[src/sv/cbd_pkg.sv]
// shared types, constants and character helpers for the chunked body decoder
// no dependencies
package cbd_pkg;

    localparam int SIZE_BITS_DEFAULT = 32;
    localparam int QUEUE_DEPTH = 4;
    localparam int QUEUE_AW = $clog2(QUEUE_DEPTH);

    localparam logic [7:0] CHAR_CR = 8'h0d;
    localparam logic [7:0] CHAR_LF = 8'h0a;
    localparam logic [7:0] CHAR_TAB = 8'h09;
    localparam logic [7:0] CHAR_VT = 8'h0b;
    localparam logic [7:0] CHAR_FF = 8'h0c;
    localparam logic [7:0] CHAR_SPACE = 8'h20;
    localparam logic [7:0] CHAR_PLUS = 8'h2b;
    localparam logic [7:0] CHAR_MINUS = 8'h2d;
    localparam logic [7:0] CHAR_ZERO = 8'h30;
    localparam logic [7:0] CHAR_X_LO = 8'h78;
    localparam logic [7:0] CHAR_X_UP = 8'h58;

    localparam logic [1:0] ST_TERMINATED = 2'd0;
    localparam logic [1:0] ST_EARLY_END = 2'd1;
    localparam logic [1:0] ST_NEGATIVE = 2'd2;
    localparam logic [1:0] ST_OVERFLOW = 2'd3;

    typedef struct packed {
        logic [7:0] data_byte;
        logic       has_data;
        logic       has_end;
        logic [1:0] status;
    } cbd_entry_t;

    // bit 4 marks a hex digit, bits 3:0 hold its value
    function automatic logic [4:0] hex_digit(input logic [7:0] c);
        logic [4:0] r;
        r = 5'd0;
        if (c >= 8'h30 && c <= 8'h39)
        begin
            r = {1'b1, 4'(c - 8'h30)};
        end
        else if (c >= 8'h61 && c <= 8'h66)
        begin
            r = {1'b1, 4'(c - 8'h57)};
        end
        else if (c >= 8'h41 && c <= 8'h46)
        begin
            r = {1'b1, 4'(c - 8'h37)};
        end
        return r;
    endfunction

    function automatic logic is_blank(input logic [7:0] c);
        return c == CHAR_SPACE || c == CHAR_TAB || c == CHAR_LF || c == CHAR_VT
            || c == CHAR_FF || c == CHAR_CR;
    endfunction

endpackage

[src/sv/cbd_front.sv]
// front end: accepts raw body beats, parses chunk size lines, classifies beats
// depends on cbd_pkg
module cbd_front #(
    parameter int SIZE_BITS = cbd_pkg::SIZE_BITS_DEFAULT
) (
    input  logic               clk,
    input  logic               rst_n,
    input  logic               accept,
    input  logic [7:0]         in_byte,
    input  logic               in_last,
    output logic               push,
    output cbd_pkg::cbd_entry_t entry
);
    import cbd_pkg::*;

    localparam logic [1:0] PH_SIZE = 2'd0;
    localparam logic [1:0] PH_DATA = 2'd1;
    localparam logic [1:0] PH_SKIP = 2'd2;
    localparam logic [1:0] PH_END = 2'd3;

    localparam logic [2:0] HS_BLANKS = 3'd0;
    localparam logic [2:0] HS_SIGN = 3'd1;
    localparam logic [2:0] HS_ZERO = 3'd2;
    localparam logic [2:0] HS_AFTERX = 3'd3;
    localparam logic [2:0] HS_DIGITS = 3'd4;
    localparam logic [2:0] HS_DONE = 3'd5;

    logic [1:0]           phase_reg, phase_next;
    logic [SIZE_BITS-1:0] acc_reg, acc_next;
    logic [SIZE_BITS-1:0] rem_reg, rem_next;
    logic [2:0]           hs_reg, hs_next;
    logic                 pcr_reg, pcr_next;
    logic                 ovf_reg, ovf_next;
    logic                 neg_reg, neg_next;
    logic [1:0]           skip_reg, skip_next;

    logic [4:0] hex;
    logic       sign_path;
    logic       nonzero;
    logic       ended;

    assign hex = hex_digit(in_byte);
    assign nonzero = (acc_reg != '0) || ovf_reg;

    always_comb
    begin
        phase_next = phase_reg;
        acc_next = acc_reg;
        rem_next = rem_reg;
        hs_next = hs_reg;
        pcr_next = pcr_reg;
        ovf_next = ovf_reg;
        neg_next = neg_reg;
        skip_next = skip_reg;
        entry = '0;
        sign_path = 1'b0;
        ended = 1'b0;
        if (accept && phase_reg != PH_END)
        begin
            unique case (phase_reg)
                PH_SIZE:
                begin
                    if (in_byte == CHAR_LF && pcr_reg)
                    begin
                        if (neg_reg && nonzero)
                        begin
                            ended = 1'b1;
                            entry.status = ST_NEGATIVE;
                        end
                        else if (ovf_reg)
                        begin
                            ended = 1'b1;
                            entry.status = ST_OVERFLOW;
                        end
                        else if (!nonzero)
                        begin
                            ended = 1'b1;
                            entry.status = ST_TERMINATED;
                        end
                        else
                        begin
                            rem_next = acc_reg;
                            phase_next = PH_DATA;
                        end
                    end
                    else
                    begin
                        pcr_next = (in_byte == CHAR_CR);
                        if (hs_reg == HS_BLANKS)
                        begin
                            if (!is_blank(in_byte))
                            begin
                                if (in_byte == CHAR_PLUS || in_byte == CHAR_MINUS)
                                begin
                                    neg_next = (in_byte == CHAR_MINUS);
                                    hs_next = HS_SIGN;
                                end
                                else
                                begin
                                    sign_path = 1'b1;
                                end
                            end
                        end
                        else if (hs_reg == HS_SIGN)
                        begin
                            sign_path = 1'b1;
                        end
                        else if (hs_reg == HS_ZERO && (in_byte == CHAR_X_LO
                                 || in_byte == CHAR_X_UP))
                        begin
                            hs_next = HS_AFTERX;
                        end
                        else if (hs_reg != HS_DONE)
                        begin
                            if (hex[4])
                            begin
                                hs_next = HS_DIGITS;
                                if (acc_reg[SIZE_BITS-1 -: 4] != 4'd0)
                                    ovf_next = 1'b1;
                                else
                                    acc_next = {acc_reg[SIZE_BITS-5:0], hex[3:0]};
                            end
                            else
                            begin
                                hs_next = HS_DONE;
                            end
                        end
                        if (sign_path)
                        begin
                            if (in_byte == CHAR_ZERO)
                            begin
                                hs_next = HS_ZERO;
                            end
                            else if (hex[4])
                            begin
                                hs_next = HS_DIGITS;
                                if (acc_reg[SIZE_BITS-1 -: 4] != 4'd0)
                                    ovf_next = 1'b1;
                                else
                                    acc_next = {acc_reg[SIZE_BITS-5:0], hex[3:0]};
                            end
                            else
                            begin
                                hs_next = HS_DONE;
                            end
                        end
                    end
                end
                PH_DATA:
                begin
                    entry.has_data = 1'b1;
                    entry.data_byte = in_byte;
                    rem_next = rem_reg - 1'b1;
                    if (rem_reg == SIZE_BITS'(1))
                    begin
                        phase_next = PH_SKIP;
                        skip_next = 2'd2;
                    end
                end
                PH_SKIP:
                begin
                    skip_next = skip_reg - 2'd1;
                    if (skip_reg == 2'd1)
                    begin
                        phase_next = PH_SIZE;
                        acc_next = '0;
                        hs_next = HS_BLANKS;
                        pcr_next = 1'b0;
                        ovf_next = 1'b0;
                        neg_next = 1'b0;
                    end
                end
                default:
                begin
                end
            endcase
            if (!ended && in_last)
            begin
                ended = 1'b1;
                entry.status = ST_EARLY_END;
            end
            if (ended)
            begin
                entry.has_end = 1'b1;
                phase_next = PH_END;
            end
        end
    end

    assign push = entry.has_data || entry.has_end;

    always_ff @(posedge clk or negedge rst_n)
    begin
        if (!rst_n)
        begin
            phase_reg <= PH_SIZE;
            acc_reg <= '0;
            rem_reg <= '0;
            hs_reg <= HS_BLANKS;
            pcr_reg <= 1'b0;
            ovf_reg <= 1'b0;
            neg_reg <= 1'b0;
            skip_reg <= 2'd0;
        end
        else
        begin
            phase_reg <= phase_next;
            acc_reg <= acc_next;
            rem_reg <= rem_next;
            hs_reg <= hs_next;
            pcr_reg <= pcr_next;
            ovf_reg <= ovf_next;
            neg_reg <= neg_next;
            skip_reg <= skip_next;
        end
    end

endmodule

[src/sv/cbd_queue.sv]
// short queue of classified beats between front and back end
// depends on cbd_pkg
module cbd_queue (
    input  logic                clk,
    input  logic                rst_n,
    input  logic                push,
    input  cbd_pkg::cbd_entry_t push_entry,
    input  logic                pop,
    output cbd_pkg::cbd_entry_t head,
    output logic                full,
    output logic                empty
);
    import cbd_pkg::*;

    cbd_entry_t            slots_reg [QUEUE_DEPTH];
    logic [QUEUE_AW-1:0]   wr_ptr_reg;
    logic [QUEUE_AW-1:0]   rd_ptr_reg;
    logic [QUEUE_AW:0]     count_reg;

    assign full = (count_reg == (QUEUE_AW+1)'(QUEUE_DEPTH));
    assign empty = (count_reg == '0);
    assign head = slots_reg[rd_ptr_reg];

    always_ff @(posedge clk)
    begin
        if (push)
        begin
            slots_reg[wr_ptr_reg] <= push_entry;
        end
    end

    always_ff @(posedge clk or negedge rst_n)
    begin
        if (!rst_n)
        begin
            wr_ptr_reg <= '0;
            rd_ptr_reg <= '0;
            count_reg <= '0;
        end
        else
        begin
            if (push)
                wr_ptr_reg <= wr_ptr_reg + 1'b1;
            if (pop)
                rd_ptr_reg <= rd_ptr_reg + 1'b1;
            if (push && !pop)
                count_reg <= count_reg + 1'b1;
            else if (pop && !push)
                count_reg <= count_reg - 1'b1;
        end
    end

endmodule

[src/sv/cbd_back.sv]
// back end: turns queued entries into output beats through an output register
// depends on cbd_pkg
module cbd_back (
    input  logic                clk,
    input  logic                rst_n,
    input  cbd_pkg::cbd_entry_t head,
    input  logic                empty,
    output logic                pop,
    output logic                m_tvalid,
    input  logic                m_tready,
    output logic [7:0]          m_tdata,
    output logic [2:0]          m_tuser,
    output logic                m_tlast
);
    import cbd_pkg::*;

    logic       valid_reg;
    logic [7:0] data_reg;
    logic       is_data_reg;
    logic       is_end_reg;
    logic [1:0] status_reg;
    logic       pend_reg;
    logic [1:0] pend_status_reg;
    logic       out_free;

    assign out_free = !valid_reg || m_tready;
    assign pop = out_free && !pend_reg && !empty;

    always_ff @(posedge clk or negedge rst_n)
    begin
        if (!rst_n)
        begin
            valid_reg <= 1'b0;
            pend_reg <= 1'b0;
        end
        else if (out_free)
        begin
            if (pend_reg)
            begin
                valid_reg <= 1'b1;
                pend_reg <= 1'b0;
            end
            else if (!empty)
            begin
                valid_reg <= 1'b1;
                pend_reg <= head.has_data && head.has_end;
            end
            else
            begin
                valid_reg <= 1'b0;
            end
        end
    end

    always_ff @(posedge clk)
    begin
        if (out_free)
        begin
            if (pend_reg)
            begin
                data_reg <= 8'd0;
                is_data_reg <= 1'b0;
                is_end_reg <= 1'b1;
                status_reg <= pend_status_reg;
            end
            else if (!empty)
            begin
                pend_status_reg <= head.status;
                if (head.has_data)
                begin
                    data_reg <= head.data_byte;
                    is_data_reg <= 1'b1;
                    is_end_reg <= 1'b0;
                    status_reg <= ST_TERMINATED;
                end
                else
                begin
                    data_reg <= 8'd0;
                    is_data_reg <= 1'b0;
                    is_end_reg <= 1'b1;
                    status_reg <= head.status;
                end
            end
        end
    end

    assign m_tvalid = valid_reg;
    assign m_tdata = data_reg;
    assign m_tuser = {status_reg, is_data_reg};
    assign m_tlast = is_end_reg;

endmodule

[src/sv/chunked_body_decoder_core.sv]
// top level of the chunked body decoder: front parser, beat queue, output back end
// depends on cbd_pkg, cbd_front, cbd_queue, cbd_back
// path: a payload beat is registered in a queue slot, then in the output register
// throughput: one input beat per cycle while the queue is not full; a beat that
// yields both a payload and an end result is sent as two output beats, absorbed by the four-entry queue
// reset: asynchronous, clears parser state, queue pointers and output valid
// after the end result every further input beat is accepted and dropped
module chunked_body_decoder_core #(
    parameter int SIZE_BITS = cbd_pkg::SIZE_BITS_DEFAULT
) (
    input  logic       clk,
    input  logic       rst_n,
    input  logic       s_tvalid,
    output logic       s_tready,
    input  logic [7:0] s_tdata,   // in_byte
    input  logic       s_tlast,   // in_last
    output logic       m_tvalid,
    input  logic       m_tready,
    output logic [7:0] m_tdata,   // out_byte
    output logic [2:0] m_tuser,   // {end_status[1:0], is_data}
    output logic       m_tlast    // is_end
);
    import cbd_pkg::*;

    logic       accept;
    logic       push;
    logic       pop;
    logic       q_full;
    logic       q_empty;
    cbd_entry_t push_entry;
    cbd_entry_t head;

    assign s_tready = !q_full;
    assign accept = s_tvalid && s_tready;

    cbd_front #(
        .SIZE_BITS(SIZE_BITS)
    ) u_front (
        .clk(clk),
        .rst_n(rst_n),
        .accept(accept),
        .in_byte(s_tdata),
        .in_last(s_tlast),
        .push(push),
        .entry(push_entry)
    );

    cbd_queue u_queue (
        .clk(clk),
        .rst_n(rst_n),
        .push(push),
        .push_entry(push_entry),
        .pop(pop),
        .head(head),
        .full(q_full),
        .empty(q_empty)
    );

    cbd_back u_back (
        .clk(clk),
        .rst_n(rst_n),
        .head(head),
        .empty(q_empty),
        .pop(pop),
        .m_tvalid(m_tvalid),
        .m_tready(m_tready),
        .m_tdata(m_tdata),
        .m_tuser(m_tuser),
        .m_tlast(m_tlast)
    );

    a_no_push_when_full: assert property (@(posedge clk) disable iff (!rst_n)
        !(push && q_full))
        else $error("queue overrun");

    a_push_fills: assert property (@(posedge clk) disable iff (!rst_n)
        push |=> !q_empty || m_tvalid)
        else $error("pushed entry lost");

    a_end_is_final: assert property (@(posedge clk) disable iff (!rst_n)
        (m_tvalid && m_tready && m_tlast) |=> !m_tvalid && q_empty)
        else $error("beat after end of body");

endmodule
[config.mk]
export PLATFORM = sky130hd
export DESIGN_NAME = chunked_body_decoder_core
export DESIGN_NICKNAME = d
export VERILOG_FILES = /design/src/sv/cbd_pkg.sv /design/src/sv/cbd_front.sv /design/src/sv/cbd_queue.sv /design/src/sv/cbd_back.sv /design/src/sv/chunked_body_decoder_core.sv
export SDC_FILE = /design/constraint.sdc
export NUM_CORES = 1
export LEC_CHECK = 0
export ABC_CLOCK_PERIOD_IN_PS = 3900
export BUFFER_PORTS_ARGS = -buffer_cell sky130_fd_sc_hd__buf_2
export CORE_MARGIN = 2
export CORE_UTILIZATION = 45
export CTS_CLUSTER_SIZE = 12
export DETAILED_ROUTE_END_ITERATION = 8
export PLACE_DENSITY = 0.68
export RECOVER_POWER = 100
export SLEW_MARGIN = 10
export SYNTH_ARGS = -nofsm -noshare
export SYNTH_HDL_FRONTEND = slang
export SYNTH_HIERARCHICAL = 1
export SYNTH_SLANG_ARGS = --single-unit
[constraint.sdc]
create_clock -name clk -period 3.9 [get_ports clk]
set_input_delay 0.195 -clock clk [delete_from_list [all_inputs] [get_ports clk]]
set_output_delay 0.195 -clock clk [all_outputs]
set_load 0.005 [all_outputs]
==> results of run 1 <==
[how the worst min path moves through the flow]
stage / startpoint / slack, ns / end / cells past startpoint
after floorplan: rst_n / -0.10 / u_back/m_tvalid / 0
after global placement: rst_n / 0.22 / u_front/pcr_reg / 1
after detailed placement: rst_n / 0.22 / u_front/pcr_reg / 1
after CTS: m_tready / 0.08 / u_back/pend_reg / 3
after global routing: m_tready / 0.11 / u_back/pend_reg / 3
final: m_tready / 0.10 / u_back/pend_reg / 3
[layout by cell type (no fill, tap or decap), types with 5 or more instances in the layout]
cell type   n
o21a_1      6
nand2_1    81
nand3_1    12
nor2_1     46
nor3_1     20
buf_4       5
buf_2      19
nand4_1     6
nor4_1     14
ha_1       17
nor2b_1     7
dfrtp_1    83
o22a_1      8
mux2_2      8
clkinv_4    5
a31oi_1    10
clkbuf_16  17
edfxtp_1   62
mux4_2      8
inv_1      28
nand2b_1    6
and2_2      7
clkbuf_1   11
or3_1      10
o22ai_1    13
o21ai_0    27
and2_0      6
and3_1      9
a21oi_1    72
o311ai_0    5
[what timing repair did]
action,4_1_cts,5_1_grt
hold buffers,1,0
setup buffers,0,0
endpoints found under the hold margin,38,0
[logic make-up after synthesis]
logic type / after synthesis / share of synthesized area, %
flip-flops: 145 / 53.4
multiplexers: 25 / 5.78
buffers and inverters: 62 / 3.77
AND/OR/NAND/NOR: 252 / 17.8
adder cells (fa/ha/maj): 18 / 3.16
AO/OA/AOI/OAI: 176 / 15.1
XOR/XNOR: 8 / 0.950
[through the flow]
step,total power (µW),instance area [µm²]
2_1_floorplan,2170,7380
3_3_place_gp,2250,7700
3_5_place_dp,2260,7700
4_1_cts,3780,8260
5_1_grt,3870,8200
6_report,3700,8200
[power groups by stage]
stage	clock network [µW]	registers, µW	logic (µW)
floorplan	0	1790	379
global placement	0	1850	399
detailed placement	0	1850	412
CTS	1540	1820	416
global route	1610	1840	420
finish	1510	1820	376
[area by class of cell]
type                       count  area share (%)
timing repair buffer          39            2.43
multi-input combinational    479            38.3
inverter                      28            1.28
clock inverter                15            1.53
sequential                   145            48.0
clock buffer                  17            5.19
tap                          216            3.30
[worst register-to-register path, delay by kind of cell (launching register included)]
kind                     cells  cell delay [ns]
AND/OR/NAND/NOR              2             0.33
XOR/XNOR                     2             0.34
buffers and inverters        4             0.58
AO/OA/AOI/OAI                2             0.70
adder cells (fa/ha/maj)      3             0.91
flip-flops                   1             0.40
[metal layers]
metal | vias up | part of all wire (%)
met3 | 19 | 4.5
met4 | 0 | 1.2
met5 | - | 0
met1 | 2764 | 45
met2 | 166 | 49
li1 | 2599 | -
==> results.yml, run 1 <==
run_status:
  status: "complete, but fails checks"
  violations: "capacitance limit, slew limit"
worst_setup_path:
  startpoint: "u_front/phase_reg[0]"
  rrSetupSlack_ns: 0.56
  path_class: "reg -> reg"
  end_kind: "flip-flop"
  ff2ff_path_depth: 13
  path_buf_inv: 4
  arrival_ns: 3.69
  worst-path-max-fanout: 8
  critPathCapture: "u_queue/count_reg[2]"
  cp_data_required_time_ns: 4.25
  path_common_cell: "inv_1"
  crit_path_start_kind: "flip-flop"
  critPathMaxStageDelay_ns: 0.50
  r2r_start: "u_front/phase_reg[0]"
  path_cells: "inv_1 > ha_1 > inv_1 > nor3_1 > clkbuf_1 > a21oi_1 > a21oi_1 > ha_1 > inv_1 > fa_1 > xor2_1 > nor2_1 > xor2_1"
  cpMaxStageDelayCell: "a21oi_1"
  r2r_end: "u_queue/count_reg[2]"
  crit_family: "adder cells"
  crit_cells: 13
global_routing:
  use_met1_pct: 25.3
  grt_overflow: 0
  gr-max-usage-layer: "met2"
  first_global_vias: 5402
  grt.total_usage_pct: 19.5
  grt_use_met3_pct: 4.00
  grt_start_max_net_pins: 79
  use_met2_pct: 32.1
  grt_pass1_wl_um: 27100
  antenna_found_initial: 0
cts:
  cts_repair_resize_count: 0
  h-tree-depth: 4
  clock_sinks: 145
  clockBufferDepth: 2
  path_clk_slew_ns: 0.06
  cts_buffers: 17
  cts-root-buf: "clkbuf_16"
  worstSkewPairLatency_ns: 0.43
  cts_tree: "done"
sta:
  final_hold_viol_count: 0
  report.final.slew_viol_count: 40
  holdWs_ns: 0.103
  period_needed_ns: 3.34
  relSlewSlack_pct: -54.1
  fin_skew_ns: 0.00866
  timing.final.crit_share_pct: 85.6
  setup_viol: 0
  worst_pin_slew_ns: 2.31
  fin_ws_ns: 0.561
  setup_tns_ns: 0
  rsz0062_at_grt: "no"
  fmax_mhz: 299
floorplan:
  fp-row-count: 46
  core_area_mm2: 0.0159
  pin_count: 27
  die_area_mm2: 0.0174
  dieHeight_um: 132
  initial_core_util_pct: 46.3
  die_x_um: 132
synthesis:
  synth_top_area_cell: "dfrtp_1"
  netlist-cell-type-count: 75
  synth_area_leaders: "dfrtp_1, edfxtp_1, a21oi_1, nand2_1, ha_1"
  synth_top_area_share_pct: 28.2
  yosys_warnings: 6
  post_synth.cell_area_avg_um2: 10.8
  synth_cells: 686
  synth_most_common_cell: "dfrtp_1"
  synth_seq_cells: 145
  ys_top_cells_by_count: "dfrtp_1, nand2_1, a21oi_1"
  ys.flop_type: "dfrtp_1"
  synth_nets: 717
  synth_seq_area_share_pct: 53.4
  syn-cell-area_mm2: 0.00738
  async_reset_ff_share_pct: 57.2
  synth_edf_count: 62
power:
  p_int_uw: 2730
  max-vdd-ir-drop_uv: 309
  power_density_mw_per_mm2: 451
  p_sw_uw: 966
  sequentialPowerShare_pct: 49.1
  power_frac_comb_pct: 10.2
  sw_frac_of_total_pct: 26.1
  p_leak_uw: 0.00310
  pwr-share-clk_pct: 40.7
detailed_routing:
  wl_um: 16300
  avgRoutedWirePerCell_um: 17.4
  drc: 0
  final_antenna_net_count: 0
  initialDrtViolationCount: 503
  vias_per_cell: 5.91
  via_count: 5548
  dr.pass1.iters: 4
final_layout:
  n_fill_cell: 1415
  largest_reg_flops: 48
  areaGrowthSynthToFinish_pct: 11.2
  antenna_cells: 0
  drive_gt1_share_pct: 13.3
  final_core_util_pct: 51.4
  final_cells: 939
  fin_nets: 741
  multi_input_area_mm2: 0.00314
  seq_area_mm2: 0.00394
worst_hold_path:
  hold_class: "in -> reg"
placed_design:
  place_hpwl_um: 10900
  portBuffers: 26
  post-place-ws_ns: 0.640
  finalWeightedCongestion: 0.864
  place_inst: 906
job:
  maxCapViolCount: 1
Power figures use the tool's default switching activity.
==> inputs of run 2 (changes only) <==
Settings changed: CORE_UTILIZATION 45 to 40, PLACE_DENSITY 0.68 to 0.63.
==> results.yml, run 2 (same netlist as run 1, synthesis figures left out) <==
run_status:
  status: "complete, but fails checks"
  violations: "capacitance limit, slew limit"
sta:
  fmax_mhz: 290
  relSlewSlack_pct: -72.8
  rsz0062_at_grt: "no"
  report.final.slew_viol_count: 47
  period_needed_ns: 3.45
  fin_ws_ns: 0.449
  worst_pin_slew_ns: 2.59
  timing.final.crit_share_pct: 88.5
  holdWs_ns: 0.129
  final_hold_viol_count: 0
  setup_viol: 0
  setup_tns_ns: 0
  fin_skew_ns: 0.0125
cts:
  h-tree-depth: 4
  cts_repair_resize_count: 0
  clock_sinks: 145
  cts-root-buf: "clkbuf_16"
  cts_buffers: 17
  path_clk_slew_ns: 0.06
  clockBufferDepth: 2
  hold_buffers: 1
  cts_tree: "done"
  cts_setup_buffers: 0
  worstSkewPairLatency_ns: 0.42
worst_setup_path:
  ff2ff_path_depth: 12
  crit_family: "adder cells"
  end_kind: "flip-flop"
  crit_cells: 12
  arrival_ns: 3.79
  worst-path-max-fanout: 8
  critPathMaxStageDelay_ns: 0.54
  path_class: "reg -> reg"
  path_common_cell: "inv_1"
  cp_data_required_time_ns: 4.23
  crit_path_start_kind: "flip-flop"
  cpMaxStageDelayCell: "nor3_1"
  path_buf_inv: 3
  path_cells: "inv_1 > ha_1 > inv_1 > nor3_1 > a21oi_1 > a21oi_1 > ha_1 > inv_1 > fa_1 > xor2_1 > nor2_1 > xor2_1"
detailed_routing:
  final_antenna_net_count: 0
  wl_um: 16900
  initialDrtViolationCount: 428
  vias_per_cell: 5.80
  via_count: 5526
  dr.pass1.iters: 5
  avgRoutedWirePerCell_um: 17.7
  drc: 0
placed_design:
  place_hpwl_um: 11500
  portBuffers: 26
  post-place-ws_ns: 0.442
  finalWeightedCongestion: 0.846
final_layout:
  multi_input_area_mm2: 0.00313
  drive_gt1_share_pct: 14.0
  final_common_cell: "dfrtp_1"
  areaGrowthSynthToFinish_pct: 12.5
  antenna_cells: 0
  seq_area_mm2: 0.00394
  fin_nets: 742
  largest_reg_flops: 48
  n_fill_cell: 1678
  mostFrequentLayoutCells: "dfrtp_1, nand2_1, a21oi_1, edfxtp_1, nor2_1"
  final_core_util_pct: 46.0
global_routing:
  grt.total_usage_pct: 17.8
  grt_pass1_wl_um: 28000
  grt_overflow: 0
  antenna_found_initial: 0
  first_global_vias: 5557
  grt_start_max_net_pins: 47
floorplan:
  pin_count: 27
  fp-row-count: 49
  initial_core_util_pct: 40.9
  die_x_um: 140
  dieHeight_um: 140
  core_area_mm2: 0.0180
  die_area_mm2: 0.0195
power:
  max-vdd-ir-drop_uv: 326
  p_leak_uw: 0.00315
  power_density_mw_per_mm2: 469
  total_power_uw: 3890
worst_hold_path:
  hold_depth: 3
  hold_class: "in -> reg"
job:
  maxCapViolCount: 1
-- run 2: worst paths after layout --
kind                                           start  slack (ns)                   end
worst max-delay path            u_front/phase_reg[1]        0.45  u_queue/count_reg[2]
worst min-delay path                        m_tready        0.13       u_back/pend_reg
worst max register to register  u_front/phase_reg[1]        0.45  u_queue/count_reg[2]
worst min register to register       u_front/pcr_reg        0.50       u_front/pcr_reg
max in group asynchronous                      rst_n        0.75   u_front/rem_reg[31]
min in group asynchronous                      rst_n        1.14       u_back/m_tvalid
-- run 2: per-layer routing --
metal,track usage (%),wire length (µm)
met5,0,0
met4,5.95,221
met3,3.61,847
met2,30.0,8410
met1,23.0,7410
-- run 2: worst register-to-register path: cells and delay by family, from the launching register on --
kind,cells,cell delay [ns]
fa+ha+maj,3,0.91
simple gates,2,0.65
compound gates,2,0.79
buf+inv,3,0.29
flops,1,0.41
xor+xnor,2,0.32
-- run 2: stage by stage --
| step | cell area (µm²) | cells |
|---|---|---|
| floorplan | 7380 | 686 |
| global placement | 7720 | 920 |
| detailed placement | 7720 | 920 |
| CTS | 8350 | 953 |
| global route | 8300 | 953 |
| finish | 8300 | 953 |
-- run 2: final cells by class --
cell class	count	share of cell area (%)
clock buffers	17	5.13
clock inverters	15	2.35
inverters	28	1.27
multi-input cells	479	37.7
flip-flops and latches	145	47.5
well taps	229	3.45
repair buffers	40	2.59
-- run 2: power by group --
part	switching, µW	total, µW	internal [µW]
combinational	172	373	201
sequential	113	1820	1700
clock	675	1700	1030
==> inputs of run 3 (changes only) <==
Settings changed: CAP_MARGIN from default to 5, CORE_UTILIZATION 40 to 55, PLACE_DENSITY 0.63 to 0.79, SLEW_MARGIN 10 to 25.
==> results.yml, run 3 (same netlist as run 1, synthesis figures left out) <==
global_routing:
  antenna_found_initial: 0
  first_global_vias: 5408
  grt_pass1_wl_um: 27000
  grt_start_max_net_pins: 84
  grt.total_usage_pct: 24.0
  grt_overflow: 0
worst_setup_path:
  cpMaxStageDelayCell: "clkbuf_1"
  cp_data_required_time_ns: 4.24
  crit_family: "buffers and inverters"
  ff2ff_path_depth: 8
  startpoint: "u_front/phase_reg[0]"
  rrSetupSlack_ns: 0.44
  critPathMaxStageDelay_ns: 0.84
  path_buf_inv: 2
  r2r_start: "u_front/phase_reg[0]"
  end_kind: "flip-flop"
  arrival_ns: 3.80
  crit_path_start_kind: "flip-flop"
  r2r_end: "u_front/acc_reg[27]"
  path_class: "reg -> reg"
  worst-path-max-fanout: 27
  path_cells: "inv_1 > ha_1 > mux2i_1 > nor3_1 > o2111a_1 > clkbuf_1 > nand2_1 > a21oi_1"
cts:
  cts_buffers: 17
  h-tree-depth: 4
  cts-root-buf: "clkbuf_16"
  cts_tree: "done"
  clockBufferDepth: 2
  cts_setup_buffers: 0
  worstSkewPairLatency_ns: 0.42
  path_clk_slew_ns: 0.06
  clock_sinks: 145
final_layout:
  areaGrowthSynthToFinish_pct: 11.0
  drive_gt1_share_pct: 13.1
  final_cells: 895
  largest_reg_flops: 48
  fin_nets: 737
  mostFrequentLayoutCells: "dfrtp_1, nand2_1, a21oi_1, edfxtp_1, nor2_1"
  n_fill_cell: 1037
  final_common_cell: "dfrtp_1"
  antenna_cells: 0
floorplan:
  core_area_mm2: 0.0132
  pin_count: 27
  initial_core_util_pct: 55.9
  dieHeight_um: 120
  die_x_um: 120
  die_area_mm2: 0.0144
  fp-row-count: 42
sta:
  setup_viol: 0
  relSlewSlack_pct: -36.2
  fmax_mhz: 289
  final_hold_viol_count: 0
  report.final.slew_viol_count: 84
  period_needed_ns: 3.46
  holdWs_ns: 0.131
  worst_pin_slew_ns: 2.04
  fin_skew_ns: 0.00671
  setup_tns_ns: 0
  timing.final.crit_share_pct: 88.8
  rsz0062_at_grt: "no"
detailed_routing:
  via_count: 5623
  drc: 0
  final_antenna_net_count: 0
  avgRoutedWirePerCell_um: 18.4
  initialDrtViolationCount: 457
  wl_um: 16400
  dr.pass1.iters: 5
  vias_per_cell: 6.28
job:
  maxCapViolCount: 1
placed_design:
  finalWeightedCongestion: 0.898
  place_hpwl_um: 10900
  portBuffers: 26
  place_inst: 862
power:
  total_power_uw: 3780
  power_density_mw_per_mm2: 462
  p_leak_uw: 0.00309
  max-vdd-ir-drop_uv: 364
worst_hold_path:
  hold_depth: 3
  hold_class: "in -> reg"
  whs_endpoint: "u_back/pend_reg"
  hp-start: "m_tready"
run_status:
  status: "complete, but fails checks"
  violations: "capacitance limit, slew limit"
[run 3: cell types whose count changed in the layout (fill, tap and decap cells not counted), sizes merged]
cell	before	now
inv	34	31
clkinv	5	4
clkinvlp	1	6
buf	29	22
clkbuf	27	29
bufinv	3	2
[run 3: through the flow]
stage | util [%] | instance area [µm²] | worst slack (ns)
2_1_floorplan | - | 7380 | 0.924
3_5_place_dp | 57.8 | 7620 | 0.373
6_report | 62.0 | 8180 | 0.437
4_1_cts | 62.3 | 8210 | 0.303
5_1_grt | 62.0 | 8180 | 0.152
3_3_place_gp | 57.8 | 7620 | 0.555
[run 3: report_power, final]
group          total, µW  switching [µW]  internal, µW
clock               1590             648           945
combinational        372             173           199
sequential          1820             113          1700
[run 3: layer usage]
metal / up-vias / wire length, µm / global-route usage [%]
li1: 2597 / - / -
met1: 2765 / 6810 / 30.9
met3: 47 / 889 / 4.66
met4: 0 / 416 / 9.12
met5: - / 0 / 0
met2: 214 / 8310 / 40.4
[run 3: what timing repair did]
| item | in CTS | in global routing |
|---|---|---|
| endpoints found under the setup margin | 0 | 1 |
| gates resized for setup | 0 | 1 |
| hold buffers | 1 | 0 |
| endpoints found under the hold margin | 2 | 0 |
[run 3: layout make-up]
type	instances	area, µm²	area share, %
clock buffers	17	425	5.20
clock inverters	15	160	1.96
inverters	28	105	1.28
multi-input cells	479	3150	38.5
flip-flops and latches	145	3940	48.1
well taps	176	220	2.69
repair buffers	35	180	2.20
[run 3: worst max-delay path by stage]
| stage | end | cells after the start |
|---|---|---|
| after global routing | u_front/acc_reg[15] | 8 |
| after global placement | u_queue/count_reg[2] | 11 |
| final | u_front/acc_reg[27] | 8 |
| after CTS | u_queue/count_reg[2] | 11 |
| after floorplan | u_queue/count_reg[2] | 11 |
| after detailed placement | u_queue/count_reg[2] | 11 |
[run 3: worst reg2reg max path, delay by kind of cell (launching register included)]
| kind | cells | cell delay (ns) |
|---|---|---|
| AOI/OAI and AO/OA | 2 | 0.54 |
| muxes | 1 | 0.18 |
| and+or+nand+nor | 2 | 0.84 |
| DFF | 1 | 0.40 |
| buffers and inverters | 2 | 0.95 |
| adders and majority gates | 1 | 0.48 |
